`src/hw/rtl/hrde_pkg.sv`:
```
// Shared constants, types and the hex digit decoder for the hex record data extractor.
package hrde_pkg;

  localparam int unsigned CharW          = 8;
  localparam int unsigned ByteW          = 8;
  localparam int unsigned IndexW         = 16;
  localparam int unsigned DigitW         = 5;
  localparam int unsigned CountW         = 8;
  localparam int unsigned LineColumnsDef = 1024;

  localparam logic [IndexW-1:0] ByteLimitRst = 16'd4400;
  localparam logic [CharW-1:0]  CharNewline  = 8'd10;

  // fixed column positions within a record line
  localparam int unsigned ColCountHi = 1;
  localparam int unsigned ColCountLo = 2;
  localparam int unsigned ColTypeHi  = 7;
  localparam int unsigned ColTypeLo  = 8;
  localparam int unsigned ColData    = 9;
  localparam int unsigned ColPair0   = 10;

  typedef logic signed [DigitW-1:0] digit_t;
  typedef logic [CharW-1:0]         char_t;
  typedef logic [ByteW-1:0]         byte_t;
  typedef logic [IndexW-1:0]        index_t;
  typedef logic [CountW-1:0]        count_t;

  // 0..15 for a hex character, -1 otherwise
  function automatic digit_t hex_value(input char_t ch);
    digit_t v;
    case (ch) inside
      ["0":"9"]: v = digit_t'(ch - "0");
      ["a":"f"]: v = digit_t'(ch - "a" + 8'd10);
      ["A":"F"]: v = digit_t'(ch - "A" + 8'd10);
      default:   v = '1;
    endcase
    return v;
  endfunction

endpackage

```
`src/hw/rtl/hrde_char_if.sv`:
```
// Character channel: one text character per beat.
interface hrde_char_if;
  logic                valid;
  logic                ready;
  hrde_pkg::char_t     text_char;

  modport source (output valid, output text_char, input ready);
  modport sink   (input valid, input text_char, output ready);
endinterface

```
`src/hw/rtl/hrde_byte_if.sv`:
```
// Result channel: one decoded data byte with its buffer index per beat.
interface hrde_byte_if;
  logic                valid;
  logic                ready;
  hrde_pkg::byte_t     data_byte;
  hrde_pkg::index_t    byte_index;
  logic                last_byte;

  modport source (output valid, output data_byte, output byte_index, output last_byte,
                  input ready);
  modport sink   (input valid, input data_byte, input byte_index, input last_byte,
                  output ready);
endinterface

```
`src/hw/rtl/hex_record_data_extractor.sv`:
```
// Top level: extracts data record bytes from a stream of hex text characters.
//
//   channel   dir  payload                              handshake
//   text_i    in   text_char[7:0]                       valid/ready
//   byte_o    out  data_byte[7:0] byte_index[15:0] last valid/ready
//   cfg       in   cfg_wdata_i[15:0] (byte_limit)       cfg_we_i, no stall
//
// One character per cycle unless stalled; a byte is registered as its second digit is used.
// Input register then result register; the column/state update sits between them.
// Reset clears control state (not data registers), sets byte_limit to 4400; no clearing pass.
// A stalled result holds the input register, which takes one more beat and then drops ready.
// After the byte that reaches the limit, all further characters are dropped until reset.
module hex_record_data_extractor #(
  parameter int unsigned LINE_COLUMNS = hrde_pkg::LineColumnsDef
) (
  input  logic                   clk_i,
  input  logic                   rst_ni,
  input  logic                   cfg_we_i,
  input  hrde_pkg::index_t       cfg_wdata_i,
  hrde_char_if.sink              text_i,
  hrde_byte_if.source            byte_o
);
  import hrde_pkg::*;

  localparam int unsigned ColW = $clog2(LINE_COLUMNS + 1);
  typedef logic [ColW-1:0] col_t;

  logic   in_vld_q;
  char_t  char_q;
  logic   out_vld_q;
  byte_t  data_q;
  index_t index_q;
  logic   last_q;

  col_t   col_q, col_d;
  digit_t hi_q, hi_d;
  count_t cnt_q, cnt_d;
  logic   tyhz_q, tyhz_d;
  logic   tyd_q, tyd_d;
  index_t idx_q, idx_d;
  logic   fin_q, fin_d;
  index_t limit_q;

  logic              adv, step;
  digit_t            dig;
  logic signed [9:0] pair;
  col_t              pair_k;
  logic              emit, last;

  assign adv          = !out_vld_q || byte_o.ready;
  assign step         = in_vld_q && adv;
  assign text_i.ready = !in_vld_q || adv;

  assign dig    = hex_value(char_q);
  assign pair   = {hi_q[DigitW-1], hi_q, 4'b0000} + {{5{dig[DigitW-1]}}, dig};
  assign pair_k = col_t'(col_q - col_t'(ColPair0)) >> 1;
  assign last   = ({1'b0, idx_q} + 17'd1) >= {1'b0, limit_q};

  always_comb begin
    col_d  = col_q;
    hi_d   = hi_q;
    cnt_d  = cnt_q;
    tyhz_d = tyhz_q;
    tyd_d  = tyd_q;
    idx_d  = idx_q;
    fin_d  = fin_q;
    emit   = 1'b0;
    if (step && !fin_q) begin
      if (char_q == CharNewline) begin
        col_d  = '0;
        cnt_d  = '0;
        tyhz_d = 1'b0;
        tyd_d  = 1'b0;
      end else begin
        if (col_q == col_t'(ColCountHi)) begin
          hi_d = dig;
        end else if (col_q == col_t'(ColCountLo)) begin
          cnt_d = pair[9] ? '0 : pair[CountW-1:0];
        end else if (col_q == col_t'(ColTypeHi)) begin
          tyhz_d = (dig == '0);
        end else if (col_q == col_t'(ColTypeLo)) begin
          tyd_d = tyhz_q && (dig == '0);
        end else if (col_q >= col_t'(ColData)) begin
          if (col_q[0]) begin
            hi_d = dig;
          end else if (tyd_q && (pair_k < col_t'(cnt_q))) begin
            emit  = 1'b1;
            idx_d = idx_q + 16'd1;
            fin_d = last;
          end
        end
        if (col_q < col_t'(LINE_COLUMNS)) begin
          col_d = col_q + col_t'(1);
        end
      end
    end
  end

  always_ff @(posedge clk_i or negedge rst_ni) begin
    if (!rst_ni) begin
      in_vld_q  <= 1'b0;
      out_vld_q <= 1'b0;
      col_q     <= '0;
      hi_q      <= '0;
      cnt_q     <= '0;
      tyhz_q    <= 1'b0;
      tyd_q     <= 1'b0;
      idx_q     <= '0;
      fin_q     <= 1'b0;
      limit_q   <= ByteLimitRst;
    end else begin
      if (text_i.ready) begin
        in_vld_q <= text_i.valid;
      end
      if (adv) begin
        out_vld_q <= emit;
      end
      col_q  <= col_d;
      hi_q   <= hi_d;
      cnt_q  <= cnt_d;
      tyhz_q <= tyhz_d;
      tyd_q  <= tyd_d;
      idx_q  <= idx_d;
      fin_q  <= fin_d;
      if (cfg_we_i) begin
        limit_q <= cfg_wdata_i;
      end
    end
  end

  always_ff @(posedge clk_i) begin
    if (text_i.ready && text_i.valid) begin
      char_q <= text_i.text_char;
    end
    if (emit) begin
      data_q  <= pair[ByteW-1:0];
      index_q <= idx_q;
      last_q  <= last;
    end
  end

  assign byte_o.valid      = out_vld_q;
  assign byte_o.data_byte  = data_q;
  assign byte_o.byte_index = index_q;
  assign byte_o.last_byte  = last_q;

endmodule

```
`src/flat_wrapper.sv`:
```
// flat-port wrapper written by rule: the top's interface ports become plain ports
module hex_record_data_extractor_flat import hrde_pkg::*;
#(
  parameter int unsigned LINE_COLUMNS = hrde_pkg::LineColumnsDef
)
  (clk_i, rst_ni, cfg_we_i, cfg_wdata_i, text_i_valid, text_i_text_char, text_i_ready, byte_o_valid, byte_o_data_byte, byte_o_byte_index, byte_o_last_byte, byte_o_ready);
  hrde_char_if text_i_i ();
  hrde_byte_if byte_o_i ();
  input  logic clk_i;
  input  logic rst_ni;
  input  logic cfg_we_i;
  input  hrde_pkg::index_t cfg_wdata_i;
  input wire logic [$bits(text_i_i.valid)-1:0] text_i_valid;
  input wire logic [$bits(text_i_i.text_char)-1:0] text_i_text_char;
  output wire logic [$bits(text_i_i.ready)-1:0] text_i_ready;
  output wire logic [$bits(byte_o_i.valid)-1:0] byte_o_valid;
  output wire logic [$bits(byte_o_i.data_byte)-1:0] byte_o_data_byte;
  output wire logic [$bits(byte_o_i.byte_index)-1:0] byte_o_byte_index;
  output wire logic [$bits(byte_o_i.last_byte)-1:0] byte_o_last_byte;
  input wire logic [$bits(byte_o_i.ready)-1:0] byte_o_ready;
  assign text_i_i.valid = text_i_valid;
  assign text_i_i.text_char = text_i_text_char;
  assign text_i_ready = text_i_i.ready;
  assign byte_o_valid = byte_o_i.valid;
  assign byte_o_data_byte = byte_o_i.data_byte;
  assign byte_o_byte_index = byte_o_i.byte_index;
  assign byte_o_last_byte = byte_o_i.last_byte;
  assign byte_o_i.ready = byte_o_ready;
  hex_record_data_extractor #(.LINE_COLUMNS(LINE_COLUMNS)) u_core (.clk_i(clk_i), .rst_ni(rst_ni), .cfg_we_i(cfg_we_i), .cfg_wdata_i(cfg_wdata_i), .text_i(text_i_i), .byte_o(byte_o_i));
endmodule
```
`config.mk`:
```
export PLATFORM = sky130hd
export DESIGN_NAME = hex_record_data_extractor_flat
export DESIGN_NICKNAME = d
export VERILOG_FILES = /design/src/hw/rtl/hrde_pkg.sv /design/src/hw/rtl/hrde_char_if.sv /design/src/hw/rtl/hrde_byte_if.sv /design/src/hw/rtl/hex_record_data_extractor.sv /design/src/flat_wrapper.sv
export SDC_FILE = /design/constraint.sdc
export NUM_CORES = 1
export LEC_CHECK = 0
export ABC_AREA = 1
export ABC_CLOCK_PERIOD_IN_PS = 7500
export BUFFER_PORTS_ARGS = -buffer_cell sky130_fd_sc_hd__buf_4
export CORE_UTILIZATION = 40
export CTS_CLUSTER_DIAMETER = 30
export DETAILED_ROUTE_END_ITERATION = 6
export GPL_TIMING_DRIVEN = 0
export PLACE_DENSITY = 0.55
export SKIP_CTS_REPAIR_TIMING = 1
export SKIP_LAST_GASP = 1
export SYNTH_ARGS = -nofsm -noshare
export SYNTH_HDL_FRONTEND = slang
export SYNTH_SLANG_ARGS = --single-unit
```
`constraint.sdc`:
```
create_clock -name clk_i -period 7.5 [get_ports clk_i]
set_clock_uncertainty 0.2 [all_clocks]
set_input_delay 0 -clock clk_i [delete_from_list [all_inputs] [get_ports clk_i]]
set_output_delay 0 -clock clk_i [all_outputs]
set_load 0.02 [all_outputs]
```
# Word level (Yosys, flattened, before mapping)
# Index checks and enable logic that the tools add are counted.
[classes]
n_mux = 33
magnitude_cmp = 10
n_reduce_logical = 26
addsub = 10
eq_ne = 11
bitwise_logic = 6
[ops]
columns = ["cell", "count"]
rows = [
  ["2-to-1 mux 5 bit", 9],
  ["2-to-1 mux 8 bit", 4],
  ["2-to-1 mux 11 bit", 2],
  ["2-to-1 mux 1 bit", 18],
  ["adder 16 x 1 -> 17 bit, second input constant", 1],
  ["greater-or-equal comparator 17 x 16 -> 1 bit", 1],
  ["adder 16 x 1 -> 16 bit, second input constant", 1],
  ["greater-or-equal comparator 8 x 7 -> 1 bit, second input constant", 2],
  ["<= comparator 8 x 7 -> 1 bit, second input constant", 2],
  ["inequality test 2 x 1 -> 1 bit, second input constant", 6],
  ["nonzero test 2 bit", 6],
  ["adder 11 x 1 -> 11 bit, second input constant", 1],
  ["equality test 11 x 1 -> 1 bit, second input constant", 1],
  ["equality test 11 x 2 -> 1 bit, second input constant", 1],
  ["equality test 11 x 3 -> 1 bit, second input constant", 1],
  ["equality test 11 x 4 -> 1 bit, second input constant", 1],
  ["greater-or-equal comparator 11 x 4 -> 1 bit, second input constant", 1],
  ["less-than comparator 11 bit, second input constant", 1],
  ["subtractor 11 x 4 -> 11 bit, second input constant", 1],
  ["adder 5 x 4 -> 5 bit, second input constant", 2],
  ["adder 9 x 5 -> 10 bit", 1],
  ["less-than comparator 10 x 8 -> 1 bit", 1],
  ["subtractor 5 x 1 -> 5 bit, second input constant", 2],
  ["AND reduction 9 bit", 1],
  ["14 further kinds", 29],
]
[word_totals]
regBits = 94
elab_cells = 110

# Longest topological paths before layout
[depth]
word_depth = 12
mapped_depth = 18

# Least setup slack after synthesis
# Ideal clock, no wire load.
[synth_path]
path_kind = "reg-to-reg"
from = "register u_core.char_q[0]"
to = "register u_core.data_q[7] (netlist: u_core.byte_o.data_byte[7]), data pin"
required_ns = 7.049
setup_slack_ns = 4.590
period_less_slack_ns = 2.910
arrival_time_ns = 2.460
path_stages_with_launch = 14
cell_sequence = "edfxtp_1 inv_1 ha_1 o21ai_0 nand2_1 nand2_1 inv_1 o21ai_0 ha_1 a21oi_1 nand2_1 or2_2 nand2_1 inv_1"
[synth_via]
elab_chain_len = 6
[synth_rtl]
columns = ["element", "line_no", "text"]
rows = [
  ["from (decl)", "hex_record_data_extractor.sv:29", "char_t char_q;"],
  ["from (signal assigned)", "hex_record_data_extractor.sv:133", "char_q <= text_i.text_char;"],
  ["subtractor 5 x 1 -> 5 bit, or another cell as far along", "hrde_pkg.sv:33, hrde_pkg.sv:34", ""],
  ["adder 5 x 4 -> 5 bit or logical AND 1 bit (tied branches)", "hrde_pkg.sv:33, hrde_pkg.sv:34, hex_record_data_extractor.sv:54", ""],
  ["2-to-1 mux 5 bit (2 in a row)", "hrde_pkg.sv:31", "case (ch) inside"],
  ["2-to-1 mux 5 bit *", "hrde_pkg.sv:31", ""],
  ["via u_core.dig[4]", "hex_record_data_extractor.sv:45", "digit_t dig;"],
  ["adder 9 x 5 -> 10 bit *", "hex_record_data_extractor.sv:55", "assign pair = {hi_q[DigitW-1], hi_q, 4'b0000} + {{5{dig[DigitW-1]}}, dig};"],
  ["via u_core.pair[7]", "hex_record_data_extractor.sv:46", "logic signed [9:0] pair;"],
  ["to (signal assigned)", "hex_record_data_extractor.sv:136", "data_q <= pair[ByteW-1:0];"],
  ["to (decl)", "hex_record_data_extractor.sv:31", "byte_t data_q;"],
]
# The timed path passes the listed nets; every way through them passes the cells marked *.
# A chain may end at the register's enable or synchronous reset.

# Final worst setup path
[layout_path]
from = "register u_core.char_q[0]"
to = "register u_core.cnt_q[4]"
[layout_via]
elab_chain_len = 10
[layout_rtl]
columns = ["element", "line_no", "text"]
rows = [
  ["subtractor 5 x 1 -> 5 bit, or another cell as far along", "hrde_pkg.sv:33, hrde_pkg.sv:34", ""],
  ["adder 5 x 4 -> 5 bit or logical AND 1 bit (tied branches)", "hrde_pkg.sv:33, hrde_pkg.sv:34, hex_record_data_extractor.sv:54", ""],
  ["2-to-1 mux 5 bit (2 in a row)", "hrde_pkg.sv:31", ""],
  ["2-to-1 mux 5 bit *", "hrde_pkg.sv:31", ""],
  ["via u_core.dig[4]", "hex_record_data_extractor.sv:45", ""],
  ["adder 9 x 5 -> 10 bit *", "hex_record_data_extractor.sv:55", ""],
  ["2-to-1 mux 8 bit *", "hex_record_data_extractor.sv:78", "cnt_d = pair[9] ? '0 : pair[CountW-1:0];"],
  ["2-to-1 mux 8 bit *", "hex_record_data_extractor.sv:77", "end else if (col_q == col_t'(ColCountLo)) begin"],
  ["2-to-1 mux 8 bit *", "hex_record_data_extractor.sv:75", "if (col_q == col_t'(ColCountHi)) begin"],
  ["2-to-1 mux 8 bit *", "hex_record_data_extractor.sv:69", "if (char_q == CharNewline) begin"],
  ["to (signal assigned)", "hex_record_data_extractor.sv:120", "cnt_q <= cnt_d;"],
  ["to (decl)", "hex_record_data_extractor.sv:37", "count_t cnt_q, cnt_d;"],
]
# The timed path passes the listed nets; every way through them passes the cells marked *. The select of a mux whose other input is x is not followed.

==> flow_summary_export.csv <==
group,metric,value,unit
layout,multiInputGateArea,2400,µm²
layout,layout.nets,769,
worst_setup_path,critPathMostFrequentCell,"nand2_1",
power,p_leak,3.37,nW
logic_synthesis,yosysTopAreaCellShare,26.8,%
global_routing,grt.met3_usage,3.45,%
route,num_vias,4201,
place,numPortBuffers,55,
global_routing,grt_pass1_vias,3882,
clocking,cts_made_buffers,9,
logic_synthesis,syn_nets,675,
worst_setup_path,path_class,"reg2reg",
layout,seq_area,2520,µm²
logic_synthesis,synth_compound_area_share,7.63,%
min_path,hold_path_depth,4,
sta,finalHoldViolCount,9,
clocking,cts_buffer_depth,2,
logic_synthesis,ys.flop_type,"dfrtp_1",
sta,drv_slew,0,
logic_synthesis,netlist-cell-type-count,44,
power,sw_frac_of_total,22.5,%
worst_setup_path,startpoint_type,"flop",
logic_synthesis,synth_xor_area_share,4.59,%
clocking,cts-root-buf,"clkbuf_16",
worst_setup_path,critPathSlowestCell,"o21ai_0",
outcome,status,"finished, violations left",
sta,period_needed,3.42,ns
route,drc,0,
power,switching_power,0.249,mW
route,drt_first_pass_iters,4,
logic_synthesis,synthArstFlopShare,64.9,%
sta,max_freq,292,MHz
logic_synthesis,avgSynthCellArea,8.79,µm²
logic_synthesis,synth_edf_count,33,
logic_synthesis,synthMuxAreaShare,0.212,%
layout,insertedDiodeCount,0,
global_routing,grt_pass1_wl,19.0,mm
logic_synthesis,yosys_warnings,0,
sta,rsz0062_at_grt,"false",
clocking,cts_tree,"yes",
flow_run,cap_violations,0,
min_path,min_to,"u_core.limit_q[8]",
power,p_clk_share,44.0,%
route,wl,11.7,mm
worst_setup_path,r2r_end,"u_core.cnt_q[4]",
global_routing,antenna_found_initial,0,
worst_setup_path,r2r-start,"u_core.char_q[0]",
power,ir_drop,0.116,mV
outcome,violations,"negative hold slack",
global_routing,track_usage,18.4,%
sta,setup_violations,0,
logic_synthesis,synth_area_leaders,"dfrtp_1 27%, edfxtp_1 19%, nand2_1 11%, ha_1 9.4%, inv_1 5.8%",
min_path,hold_start,"cfg_we_i",
logic_synthesis,ys_seq_area_share,47.4,%
clocking,cts.htree.levels,3,
global_routing,grt.busiest_layer,"met2",
global_routing,overflow,0,
global_routing,use_met2,28.3,%
global_routing,use_met1,26.1,%
route,wl_per_cell,13.4,µm
worst_setup_path,r2r_slack,4.08,ns
route,drt-initial-drc-count,204,
layout,drive_above_1_share,15.6,%
logic_synthesis,synth.most_common_cell,"nand2_1",
layout,nFillCells,1190,
power,pwr-share-comb,6.4,%
worst_setup_path,slowest_delay,0.62,ns
sta,slew_headroom,45.8,%
logic_synthesis,yosys.area_share.simple,23.0,%
clocking,clock-sinks,94,
logic_synthesis,ys_seq_elements,94,
worst_setup_path,arrival,3.44,ns
logic_synthesis,yosys.area_share.adder,9.79,%
clocking,clk_pin_slew_worst_paths,0.07,ns
logic_synthesis,ys_top_cells_by_count,"162 x nand2_1, 82 x inv_1, 57 x dfrtp_1",
sta,timing.final.crit_share,45.7,%
worst_setup_path,required,7.51,ns
floorplanning,fp.dieH,117,µm
sta,finalSetupTns,0,ns
power,pwr-share-seq,49.6,%
worst_setup_path,crit_chain,"inv_1 > ha_1 > o21ai_0 > nand2_1 > nand2_1 > inv_1 > o21ai_0 > ha_1 > a21oi_1 > nand2_1 > nand2_1 > nand2_1 > nand3_1 > inv_1 > nand2_1 > o21ai_0",
power,p_per_area,169,nW/µm²
route,ant_nets,0,
floorplanning,die-area,13800,µm²
floorplanning,core-area,12800,µm²
logic_synthesis,synth_top_family_by_area,"simple AND/OR/NAND/NOR gates",
route,via_per_inst,4.80,
logic_synthesis,synthCells,605,
worst_setup_path,r2r_cells,16,
place,place.gp.congestion,0.853,
clocking,insertion_delay,0.35,ns
floorplanning,die_w,117,µm
layout,area_delta_synth_final,23.0,%
sta,hold_ws,-0.0290,ns
worst_setup_path,worst_setup_path_end_kind,"flop",
floorplanning,io_pins,56,
global_routing,grt_max_degree,62,
place,dp_hpwl,8.66,mm
logic_synthesis,syn-cell-area,5320,µm²
floorplanning,rows,41,
power,p_int,0.855,mW
sta,worst_slew_pin_slew,0.812,ns
worst_setup_path,crit_fanout,6,
min_path,hold_class,"in2reg",
floorplanning,start_util,41.6,%
logic_synthesis,synth.largest_area_cell,"dfrtp_1",
[final cells by class]
cell class              instances  share of cell area (%)
plain buffers                   8                   0.784
clock buffers                  10                    3.83
clock inverters                 6                   0.995
inverters                      90                    5.20
multi-input cells             413                    36.7
flip-flops and latches         94                    38.6
well taps                     172                    3.29
repair buffers                 83                    10.6
[routing by layer]
metal | share of wire, % | vias up
met2 | 44 | 61
li1 | - | 2156
met4 | 1.4 | 0
met3 | 3.2 | 13
met1 | 51 | 1971
met5 | 0 | -
[sequential cells by signal, summed over array words and instances, names as in the netlist, 5 cells and up]
register,flops
u_core.hi_q,5
u_core.cnt_q,8
u_core.byte_o.byte_index,16
u_core.char_q,8
u_core.byte_o.data_byte,8
u_core.idx_q,16
u_core.col_q,11
u_core.limit_q,16
[worst max-delay path, delay by kind of cell (launching register included)]
family	cells	cell delay [ns]
buffers and inverters	3	0.34
adder cells (fa/ha/maj)	2	0.62
flip-flops	1	0.47
AND/OR/NAND/NOR	7	0.65
AO/OA/AOI/OAI	4	1.01
[cell usage in the layout, fill, tap and decap left out, types with 3 or more instances in the layout]
cell type        n
nand2_1        162
inv_1           82
dfrtp_1         57
buf_4           56
ha_1            40
nor2_1          37
o21ai_0         33
edfxtp_1        33
dlygate4sd3_1   28
a21oi_1         21
xor2_1          21
nand3_1         21
nand4_1         15
nor3_1          12
clkbuf_16       10
inv_2            7
nor4_1           5
xnor2_1          5
o21ai_1          5
o22ai_1          4
dfstp_2          4
nand2_2          3
nor2_2           3
nand3_2          3
clkbuf_1         3
[logic make-up after synthesis]
group           count (synthesis)
simple gates                  272
fa+ha+maj                      41
flops                          94
xor+xnor                       27
compound gates                 72
mux                             1
buf+inv                        98
[power groups by stage]
stage / clock network (mW) / registers [mW] / logic [mW]
final: 0.486 / 0.547 / 0.0709
after floorplan: 0 / 0.556 / 0.0315
after global placement: 0 / 0.557 / 0.0572
after CTS: 0.494 / 0.547 / 0.0596
after detailed placement: 0 / 0.558 / 0.0590
after global routing: 0.517 / 0.548 / 0.0808
[worst max path at each step]
stage                          start                         end  slack [ns]  cells past startpoint
finish              u_core.char_q[0]             u_core.cnt_q[4]        4.08                     16
global route        u_core.char_q[0]             u_core.cnt_q[3]        3.70                     16
CTS                 u_core.char_q[0]             u_core.cnt_q[6]        4.05                     16
detailed placement  u_core.char_q[0]             u_core.cnt_q[4]        4.07                     16
global placement    u_core.char_q[0]             u_core.cnt_q[4]        4.14                     16
floorplan           u_core.char_q[0]  u_core.byte_o.data_byte[7]        4.59                     13
[metrics by stage]
step | power, mW | worst slack (ns) | cells | util [%] | cell area [µm²]
after floorplan | 0.588 | 4.59 | 605 | - | 5320
after global placement | 0.615 | 4.14 | 832 | 46.5 | 5940
after detailed placement | 0.617 | 4.07 | 832 | 46.5 | 5940
after CTS | 1.10 | 4.05 | 848 | 49.0 | 6260
after global routing | 1.15 | 3.70 | 876 | 51.2 | 6540
final | 1.10 | 4.08 | 876 | 51.2 | 6540
Note: power is estimated with default switching activity, not from simulation.
